`src/rtl/core/mws_pkg.sv`:
```
`timescale 1ns / 1ps
// ----------------------------------------------------------------------------
// mws_pkg
// Shared constants and types for the mirrored window sort block.
// ----------------------------------------------------------------------------
package mws_pkg;

   localparam int VALUE_WIDTH         = 32;
   localparam int DEFAULT_STORE_DEPTH = 64;

   typedef enum logic [2:0] {
      ST_IDLE,
      ST_SORT_RD,
      ST_SORT_CMP,
      ST_SORT_WRB,
      ST_EMIT
   } state_type;

endpackage

```
`src/rtl/core/mws_ram.sv`:
```
`timescale 1ns / 1ps
// ----------------------------------------------------------------------------
// mws_ram
// Generic RAM: one write port, two read ports with registered read data.
// ----------------------------------------------------------------------------
module mws_ram #(
   parameter int WIDTH = 32,
   parameter int DEPTH = 64
) (
   input  logic                     clock,
   input  logic                     wr_en,
   input  logic [$clog2(DEPTH)-1:0] wr_addr,
   input  logic [WIDTH-1:0]         wr_data,
   input  logic                     rd_en,
   input  logic [$clog2(DEPTH)-1:0] rd_addr_a,
   input  logic [$clog2(DEPTH)-1:0] rd_addr_b,
   output logic [WIDTH-1:0]         rd_data_a,
   output logic [WIDTH-1:0]         rd_data_b
);

   logic [WIDTH-1:0] mem [DEPTH];

   always_ff @(posedge clock) begin
      if (wr_en) begin
         mem[wr_addr] <= wr_data;
      end
      // read data holds between reads
      if (rd_en) begin
         rd_data_a <= mem[rd_addr_a];
         rd_data_b <= mem[rd_addr_b];
      end
   end

endmodule

```
`src/rtl/core/mws_sched.sv`:
```
`timescale 1ns / 1ps
// ----------------------------------------------------------------------------
// mws_sched
// Walks the compare-exchange schedule: two stages of shrinking windows,
// mirrored pairs inside each window from both ends inward.
// ----------------------------------------------------------------------------
module mws_sched
   import mws_pkg::*;
#(
   parameter int STORE_DEPTH = DEFAULT_STORE_DEPTH
) (
   input  logic                           clock,
   input  logic                           reset,
   input  logic                           load,
   input  logic [$clog2(STORE_DEPTH+1)-1:0] count,
   input  logic                           advance,
   output logic                           active,
   output logic [$clog2(STORE_DEPTH)-1:0] a_addr,
   output logic [$clog2(STORE_DEPTH)-1:0] b_addr
);

   localparam int AW = $clog2(STORE_DEPTH);
   localparam int CW = $clog2(STORE_DEPTH + 1);

   logic          active_ff, active_in;
   logic          stage_ff, stage_in;
   logic [CW-1:0] n_ff, n_in;
   logic [CW-1:0] lo_ff, lo_in;
   logic [CW-1:0] hi_ff, hi_in;
   logic [CW-1:0] a_ff, a_in;
   logic [CW-1:0] b_ff, b_in;

   always_comb begin
      active_in = active_ff;
      stage_in  = stage_ff;
      n_in      = n_ff;
      lo_in     = lo_ff;
      hi_in     = hi_ff;
      a_in      = a_ff;
      b_in      = b_ff;
      if (load) begin
         n_in      = count;
         stage_in  = 1'b0;
         lo_in     = '0;
         hi_in     = count - CW'(1);
         a_in      = '0;
         b_in      = count - CW'(1);
         active_in = (count > CW'(1));
      end else if (advance && active_ff) begin
         if (a_ff + CW'(2) < b_ff) begin
            // next pair inside the same window
            a_in = a_ff + CW'(1);
            b_in = b_ff - CW'(1);
         end else if (!stage_ff && hi_ff > CW'(1)) begin
            // stage one: right end shrinks
            hi_in = hi_ff - CW'(1);
            a_in  = lo_ff;
            b_in  = hi_ff - CW'(1);
         end else if (stage_ff && lo_ff + CW'(1) < hi_ff) begin
            // stage two: left end grows
            lo_in = lo_ff + CW'(1);
            a_in  = lo_ff + CW'(1);
            b_in  = hi_ff;
         end else if (!stage_ff) begin
            stage_in = 1'b1;
            lo_in    = '0;
            hi_in    = n_ff - CW'(1);
            a_in     = '0;
            b_in     = n_ff - CW'(1);
         end else begin
            active_in = 1'b0;
         end
      end
   end

   always_ff @(posedge clock) begin
      if (reset) begin
         active_ff <= 1'b0;
         stage_ff  <= 1'b0;
      end else begin
         active_ff <= active_in;
         stage_ff  <= stage_in;
      end
      n_ff  <= n_in;
      lo_ff <= lo_in;
      hi_ff <= hi_in;
      a_ff  <= a_in;
      b_ff  <= b_in;
   end

   assign active = active_ff;
   assign a_addr = a_ff[AW-1:0];
   assign b_addr = b_ff[AW-1:0];

endmodule

```
`src/rtl/core/mirrored_window_sort.sv`:
```
`timescale 1ns / 1ps
// ----------------------------------------------------------------------------
// mirrored_window_sort
// Collects signed elements into a RAM, sorts them in place with a two-stage
// mirrored-window compare-exchange schedule and streams them out ascending.
// ----------------------------------------------------------------------------
// an ordinary element is written to the RAM while idle, busy stays low
// last element: each compare-exchange pair passes ST_SORT_RD (read) and ST_SORT_CMP
//   (compare), and ST_SORT_WRB too when it swaps since the RAM has one write port,
//   over about n*n/2 pairs; the schedule then closes and n beats follow back to back
// results are strobed for one cycle each; the receiver cannot stall
// synchronous reset clears count, overflow flag and control; RAM is not cleared
module mirrored_window_sort
   import mws_pkg::*;
#(
   parameter int STORE_DEPTH = DEFAULT_STORE_DEPTH
) (
   input  logic                   clock,
   input  logic                   reset,
   input  logic                   start,
   output logic                   busy,
   input  logic [VALUE_WIDTH-1:0] req_element_value,
   input  logic                   req_last_item,
   output logic                   rsp_strobe,
   output logic [VALUE_WIDTH-1:0] rsp_sorted_value,
   output logic                   rsp_last_result,
   output logic                   rsp_dropped_flag
);

   localparam int AW = $clog2(STORE_DEPTH);
   localparam int CW = $clog2(STORE_DEPTH + 1);

   state_type     state_ff, state_in;
   logic [CW-1:0] count_ff, count_in;
   logic          overflow_ff, overflow_in;
   logic [AW-1:0] emit_idx_ff, emit_idx_in;
   logic          rsp_strobe_ff, rsp_strobe_in;
   logic          rsp_last_ff, rsp_last_in;
   logic          rsp_dropped_ff, rsp_dropped_in;

   logic                   ram_wr_en;
   logic [AW-1:0]          ram_wr_addr;
   logic [VALUE_WIDTH-1:0] ram_wr_data;
   logic                   ram_rd_en;
   logic [AW-1:0]          ram_rd_addr_a;
   logic [VALUE_WIDTH-1:0] ram_rd_data_a;
   logic [VALUE_WIDTH-1:0] ram_rd_data_b;

   logic          sched_load;
   logic          sched_advance;
   logic          sched_active;
   logic [AW-1:0] sched_a_addr;
   logic [AW-1:0] sched_b_addr;

   mws_ram #(
      .WIDTH (VALUE_WIDTH),
      .DEPTH (STORE_DEPTH)
   ) u_ram (
      .clock     (clock),
      .wr_en     (ram_wr_en),
      .wr_addr   (ram_wr_addr),
      .wr_data   (ram_wr_data),
      .rd_en     (ram_rd_en),
      .rd_addr_a (ram_rd_addr_a),
      .rd_addr_b (sched_b_addr),
      .rd_data_a (ram_rd_data_a),
      .rd_data_b (ram_rd_data_b)
   );

   mws_sched #(
      .STORE_DEPTH (STORE_DEPTH)
   ) u_sched (
      .clock   (clock),
      .reset   (reset),
      .load    (sched_load),
      .count   (count_in),
      .advance (sched_advance),
      .active  (sched_active),
      .a_addr  (sched_a_addr),
      .b_addr  (sched_b_addr)
   );

   always_comb begin
      state_in       = state_ff;
      count_in       = count_ff;
      overflow_in    = overflow_ff;
      emit_idx_in    = emit_idx_ff;
      rsp_strobe_in  = 1'b0;
      rsp_last_in    = rsp_last_ff;
      rsp_dropped_in = rsp_dropped_ff;
      ram_wr_en      = 1'b0;
      ram_wr_addr    = sched_a_addr;
      ram_wr_data    = ram_rd_data_b;
      ram_rd_en      = 1'b0;
      ram_rd_addr_a  = sched_a_addr;
      sched_load     = 1'b0;
      sched_advance  = 1'b0;
      unique case (state_ff)
         ST_IDLE: begin
            if (start) begin
               if (count_ff < CW'(STORE_DEPTH)) begin
                  ram_wr_en   = 1'b1;
                  ram_wr_addr = count_ff[AW-1:0];
                  ram_wr_data = req_element_value;
                  count_in    = count_ff + CW'(1);
               end else begin
                  overflow_in = 1'b1;
               end
               if (req_last_item) begin
                  sched_load = 1'b1;
                  state_in   = ST_SORT_RD;
               end
            end
         end
         ST_SORT_RD: begin
            if (sched_active) begin
               ram_rd_en = 1'b1;
               state_in  = ST_SORT_CMP;
            end else begin
               emit_idx_in = '0;
               state_in    = ST_EMIT;
            end
         end
         ST_SORT_CMP: begin
            if ($signed(ram_rd_data_a) > $signed(ram_rd_data_b)) begin
               // left gets the right value now, right gets the held left next
               ram_wr_en   = 1'b1;
               ram_wr_addr = sched_a_addr;
               ram_wr_data = ram_rd_data_b;
               state_in    = ST_SORT_WRB;
            end else begin
               sched_advance = 1'b1;
               state_in      = ST_SORT_RD;
            end
         end
         ST_SORT_WRB: begin
            ram_wr_en     = 1'b1;
            ram_wr_addr   = sched_b_addr;
            ram_wr_data   = ram_rd_data_a;
            sched_advance = 1'b1;
            state_in      = ST_SORT_RD;
         end
         ST_EMIT: begin
            ram_rd_en      = 1'b1;
            ram_rd_addr_a  = emit_idx_ff;
            rsp_strobe_in  = 1'b1;
            rsp_dropped_in = overflow_ff;
            rsp_last_in    = (CW'(emit_idx_ff) + CW'(1) == count_ff);
            emit_idx_in    = emit_idx_ff + AW'(1);
            if (rsp_last_in) begin
               count_in    = '0;
               overflow_in = 1'b0;
               state_in    = ST_IDLE;
            end
         end
         default: begin
            state_in = ST_IDLE;
         end
      endcase
   end

   always_ff @(posedge clock) begin
      if (reset) begin
         state_ff      <= ST_IDLE;
         count_ff      <= '0;
         overflow_ff   <= 1'b0;
         rsp_strobe_ff <= 1'b0;
      end else begin
         state_ff      <= state_in;
         count_ff      <= count_in;
         overflow_ff   <= overflow_in;
         rsp_strobe_ff <= rsp_strobe_in;
      end
      emit_idx_ff    <= emit_idx_in;
      rsp_last_ff    <= rsp_last_in;
      rsp_dropped_ff <= rsp_dropped_in;
   end

   assign busy             = (state_ff != ST_IDLE);
   assign rsp_strobe       = rsp_strobe_ff;
   assign rsp_sorted_value = ram_rd_data_a;
   assign rsp_last_result  = rsp_last_ff;
   assign rsp_dropped_flag = rsp_dropped_ff;

endmodule

```
`config.mk`:
```
export PLATFORM = sky130hd
export DESIGN_NAME = mirrored_window_sort
export DESIGN_NICKNAME = d
export VERILOG_FILES = /design/src/rtl/core/mws_pkg.sv /design/src/rtl/core/mws_ram.sv /design/src/rtl/core/mws_sched.sv /design/src/rtl/core/mirrored_window_sort.sv
export SDC_FILE = /design/constraint.sdc
export NUM_CORES = 2
export LEC_CHECK = 0
export ABC_CLOCK_PERIOD_IN_PS = 5200
export BUFFER_PORTS_ARGS = -buffer_cell sky130_fd_sc_hd__clkbuf_2
export CAP_MARGIN = 0
export CELL_PAD_IN_SITES_DETAIL_PLACEMENT = 1
export CELL_PAD_IN_SITES_GLOBAL_PLACEMENT = 1
export CORE_MARGIN = 3
export CORE_UTILIZATION = 55
export CTS_CLUSTER_SIZE = 8
export DETAILED_ROUTE_END_ITERATION = 8
export PLACE_DENSITY_LB_ADDON = 0.1
export SLEW_MARGIN = 20
export SYNTH_ARGS = -nofsm -noshare
export SYNTH_HDL_FRONTEND = slang
export SYNTH_SLANG_ARGS = --single-unit
```
`constraint.sdc`:
```
create_clock -name clock -period 5.2 [get_ports clock]
set_clock_uncertainty 0.15 [all_clocks]
set_input_delay 1.04 -clock clock [delete_from_list [all_inputs] [get_ports clock]]
set_output_delay 1.04 -clock clock [all_outputs]
set_load 0.005 [all_outputs]
```
After elaboration in Yosys (flattened, before gate mapping)
Memories as Yosys holds them, arrays and structs flattened. A register that Yosys moved wholly into a read port is not among the register bits. Index checks and enable logic that the tools add are counted.

Add/sub/neg operators: 10. $lt $le $gt $ge: 6. Equality and inequality tests: 18. Multiplexer cells: 58. Bitwise gates (word level): 3. Reductions and logical operators: 20.

Operators with widths (count): $mux 7 (18); $mux 32 (2); $pmux 32 s2 (1); $gt 32x32->1 (1); $sub 7x1->7 const B (4); $mux 6 (4); $pmux 6 s2 (2); $add 7x1->7 const B (3); $mux 1 (20); $ne 2x2->1 const B (9); $reduce_and 4->1 (4); $pmux 3 s5 (1); $gt 7x1->1 const B (2); $lt 7x7->1 (2); $pmux 7 s2 (1); $mux 3 (4); $reduce_bool 2->1 (4); $add 6x1->7 const B (1); $add 7x2->7 const B (1); $eq 7x7->1 (1); $lt 7x7->1 const B (1); $add 6x1->6 const B (1); $eq 3x2->1 const B (2); $pmux 1 s2 (3); 17 further kinds (23).

Bits in registers: 57. Memory bits (writable): 2048. Input port bits: 36. Output and inout port bits: 36. Memories kept: 1.

Memories: u_ram.mem (words 64, bits a word 32, rd ports 2, clocked after Yosys merged registers in 2, write ports 1, line mws_ram.sv:21) `logic [WIDTH-1:0] mem [DEPTH];`.

Logic depth before layout (Yosys ltp)
Depth in word-level cells: 8. Depth in mapped cells: 15. Mapped depth without buffers: 13.

By module
A second synthesis with hierarchy kept.

Cells, all modules: 5164. Area total of the unflattened synthesis: 102214.3 µm².

By module, submodules not included: mws_ram (instances 1, cells an instance 4409, area each 96356.2 µm², seq. area each 63420.8 µm²); mws_sched (instances 1, cells an instance 358, area each 3042.9 µm², seq. area each 950.9 µm²); mirrored_window_sort (instances 1, cells an instance 397, area each 2815.2 µm², seq. area each 480.5 µm²).

Worst setup path before layout
No wires, ideal clock.

Kind: input to register. Start: input port start. End: memory u_ram.mem[55][0] (enable). Setup time: 0.421 ns. Arrival time: 4.005 ns. Required time: 4.629 ns. Slack: 0.624 ns. Stages: 8. Path through: nor4b_2 > nor2b_1 > buf_2 > buf_2 > nor2_1 > a21oi_1 > nand3_1 > nor2_1.

Longest elaborated chain between the ends: 4.

Ends and longest elaborated chain: start, declared (line mirrored_window_sort.sv:20) `input logic start,`; $mux 1 (line mirrored_window_sort.sv:100) `if (start) begin`; $pmux 1 s3 (line mirrored_window_sort.sv:98) `unique case (state_ff)`; $mux 1 (line mws_ram.sv:24) `if (wr_en) begin`; $mux 1 (implied by the code) (line mws_ram.sv:25) `mem[wr_addr] <= wr_data;`; end, declared (line mws_ram.sv:21).

Several ways; a longest one is shown, not always the timed one.

Worst setup path in the final report
Start: register state_ff[2]. End: register u_ram.rd_data_a[31] (read register of u_ram.mem), data pin.

Longest elaborated chain between the ends: 2.

Ends and longest elaborated chain: start, declared (line mirrored_window_sort.sv:33) `state_type state_ff, state_in;`; start signal, assigned (line mirrored_window_sort.sv:169) `state_ff <= state_in;`; $eq 3x3->1 / $eq 3x1->1 (equally long branches) (line mirrored_window_sort.sv:98); $pmux 1 s2 / $mux 6 (equally long branches) (line mirrored_window_sort.sv:98); end, declared (line mws_ram.sv:17) `output logic [WIDTH-1:0] rd_data_a,`.

Several ways; a longest one is shown, not always the timed one. A chain may end at the register's enable or synchronous reset.

==> out/metrics.cfg <==
[clocking]
cts_buffers=321
insertion_delay_ns=0.93
clk_pin_slew_ns=0.05
cts-root-buf=clkbuf_16
cts_tree=built
cts_buffer_depth=4
cts_resized=0
h-tree-depth=5
cts-hold-fix-buffers=0
cts_setup_buffers=0
clock_sinks=2169

[yosys]
ys.flop_type=edfxtp_1
synth_common_cells=edfxtp_1 (2141), mux4_2 (867), mux2i_1 (399), nand2_1 (242), clkbuf_1 (238)
synth_xor_area_share_pct=0.3249
yosysTopAreaCell=edfxtp_1
ys_seq_area_share_pct=64.04
syn_nets=5648
synth_compound_area_share_pct=7.022
yosysMostFrequentCell=edfxtp_1
avgSynthCellArea_um2=18.22
yosys.area_share.simple_pct=2.495
synth_warnings=0
synth_cells=5557
synth_top_area_share_pct=63.49
ys_ff_latch=2169
synthTopCellsByArea=edfxtp_1 (63%), mux4_2 (19%), mux2i_1 (3.9%)
ys_types=73
synth_top_family_by_area=multiplexers
muxShareOfSynthArea_pct=23.26
netlist_area_um2=101300
async_flop_share_pct=0
synth_edf_count=2141
synth-adder-area-share_pct=0.6795

[pwr]
leakage_nw=38.83
p_int_mw=32.29
pwr-share-comb_pct=10.7
swShare_pct=24.27
irDropWorstVdd_v=0.0004013
p_switching_mw=10.35
pwr-share-seq_pct=46.4
power_density_nw_per_um2=368.0
p_clk_share_pct=42.9

[global_route]
grt_pass1_wl_mm=495.0
first_global_vias=64400
grt_remaining_overflow=0
grt_max_degree=105
antenna_found_initial=8
grtUsageTotal_pct=36.72

[placement]
gp_congestion=0.9395
port_buffers=71
place_area_um2=107400
post-place-ws_ns=0.3103
dp_hpwl_mm=219.7

[critical_path]
reg2regPathDepth=13
worstPathCellList=buf_4 -> nor2b_4 -> nand2_4 -> inv_6 -> mux2i_4 -> buf_12 -> buf_12 -> buf_12 -> mux4_2 -> a22oi_1 -> nand2_1 -> a22oi_1 -> o221ai_1
start_kind=flip-flop
slowest_stage=a22oi_1
cp-end-kind=flip-flop
cp_max_fo=30
reg2reg_setup_slack_ns=0.22
cp.arrival_ns=5.35
r2r-start=state_ff[2]
cp_data_required_time_ns=5.57
crit_path_frequent_cell=buf_12
cp_slowest_stage_delay_ns=0.76
critical_path_class=flip-flop to flip-flop
crit_end=u_ram.rd_data_a[31]
cp-startpoint=state_ff[2]
worst_r2r_endpoint=u_ram.rd_data_a[31]

[timing]
slew_headroom_pct=22.92
rsz0062_at_grt=false
fin_crit_ns=4.981
max_slew.worst_pin.slew_ns=1.153
max_freq_mhz=200.7
hold_viol=0
tns_ns=0
setup_ws_ns=0.2186
setup_violations=0
min_period_over_period_pct=95.80
drv_slew=0
whs_ns=0.2945

[die]
die_w_um=435.1
die-area_um2=189300
num_rows=156
die_h_um=435.1
io_pins=72
initial_utilization_pct=55.67
fp.coreArea_um2=181900

[detailed_routing]
vias_per_cell=7.629
drt_wl_total_mm=349.2
drt-initial-drc-count=10190
dr.pass1.iters=8
wl_per_cell_um=41.81
num_vias=63710
antenna_left=0
drc=0

[flow_run]
drv_cap=0

[cells_and_area]
drive_gt1_share_pct=29.81
multiInputGateArea_um2=34900
seqCellArea_um2=64850
fillers=15130
syn2layout_area_growth_pct=14.43
design_area_um2=115900
nets=5946

[hold_path]
hold_path_class=flip-flop to flip-flop

[outcome]
status=finished, final reports clean

==> sequential cells by signal (all words and copies together) (netlist names), 7 cells and up <==
name             count
u_sched.a_ff         7
u_sched.b_ff         7
u_ram.mem         2048
u_ram.rd_data_b     32
u_ram.rd_data_a     32
u_sched.n_ff         7
u_sched.lo_ff        7
u_sched.hi_ff        7
count_ff             7
==> power by group through the flow <==
stage | Sequential, mW | Combinational (mW) | Clock, mW
5_1_grt | 19.8 | 4.70 | 19.2
2_1_floorplan | 20.1 | 2.36 | 0
6_report | 19.8 | 4.57 | 18.3
4_1_cts | 19.8 | 4.48 | 18.5
3_3_place_gp | 20.1 | 4.36 | 0
3_5_place_dp | 20.1 | 4.45 | 0
==> kinds of logic (layout without fill, tap and decap cells) <==
logic type      Yosys count  count (layout)
xor+xnor                 36              36
flops                  2169            2169
other cells               0               5
simple gates            586             586
buf+inv                 496             836
mux                    1269            1269
fa+ha+maj                55              55
compound gates          946             946
==> per-layer routing <==
metal	track usage (%)	share of wire [%]	vias to the layer above
met5	0	0.012	-
met4	21.38	6.9	6
met3	7.643	11	846
met2	54.65	45	4812
met1	50.86	37	33670
li1	-	-	24370
==> stage by stage <==
stage	utilization, %	std cells	total power [mW]
floorplan	-	5557	22.46
global placement	59.03	7980	24.45
detailed placement	59.04	7980	24.55
CTS	63.68	8345	42.71
global route	63.69	8346	43.67
finish	63.70	8351	42.64
==> area by class of cell <==
type	instances	share of cell area, %
well taps	2449	2.644
clock buffers	358	7.235
inverters	73	0.2451
clock inverters	7	0.05723
multi-input cells	2892	30.12
repair buffers	398	3.721
flip-flops and latches	2169	55.96
diodes	5	0.01080
==> worst min-delay path by stage <==
stage | start | to | slack (ns) | cells past startpoint
finish | overflow_ff | rsp_dropped_flag | 0.29 | 0
global placement | overflow_ff | rsp_dropped_flag | 0.28 | 0
detailed placement | overflow_ff | rsp_dropped_flag | 0.28 | 0
global route | overflow_ff | rsp_dropped_flag | 0.32 | 0
floorplan | overflow_ff | rsp_dropped_flag | 0.26 | 0
CTS | overflow_ff | rsp_dropped_flag | 0.30 | 0
==> layout by cell type (no fill, tap or decap), types with 7 or more instances in the layout <==
cell          n
edfxtp_1   2141
mux4_2      867
mux2i_1     398
clkbuf_16   331
o221ai_1    223
a22oi_1     210
buf_4       207
nand2_1     204
a21oi_1     132
buf_12      120
nor2_1      108
o22ai_1      93
nor2_4       74
o21ai_0      74
clkbuf_2     71
inv_1        68
nor3_1       66
a22o_1       66
ha_1         55
a221oi_1     44
nand2_2      36
nand3_1      33
dfxtp_1      28
clkbuf_1     27
a221oi_2     25
xnor2_1      23
nand4_1      15
xor2_1       12
a211oi_1     12
and2_1       10
a21o_1        9
a31oi_1       7
o211ai_1      7
==> worst max-delay path, delay by kind of cell (launching register included) <==
kind / cells / cell delay (ns)
buffers and inverters: 5 / 1.21
and+or+nand+nor: 3 / 0.44
DFF: 1 / 0.30
muxes: 2 / 0.83
AOI/OAI and AO/OA: 3 / 1.53
(Power assumes the default switching activity.)
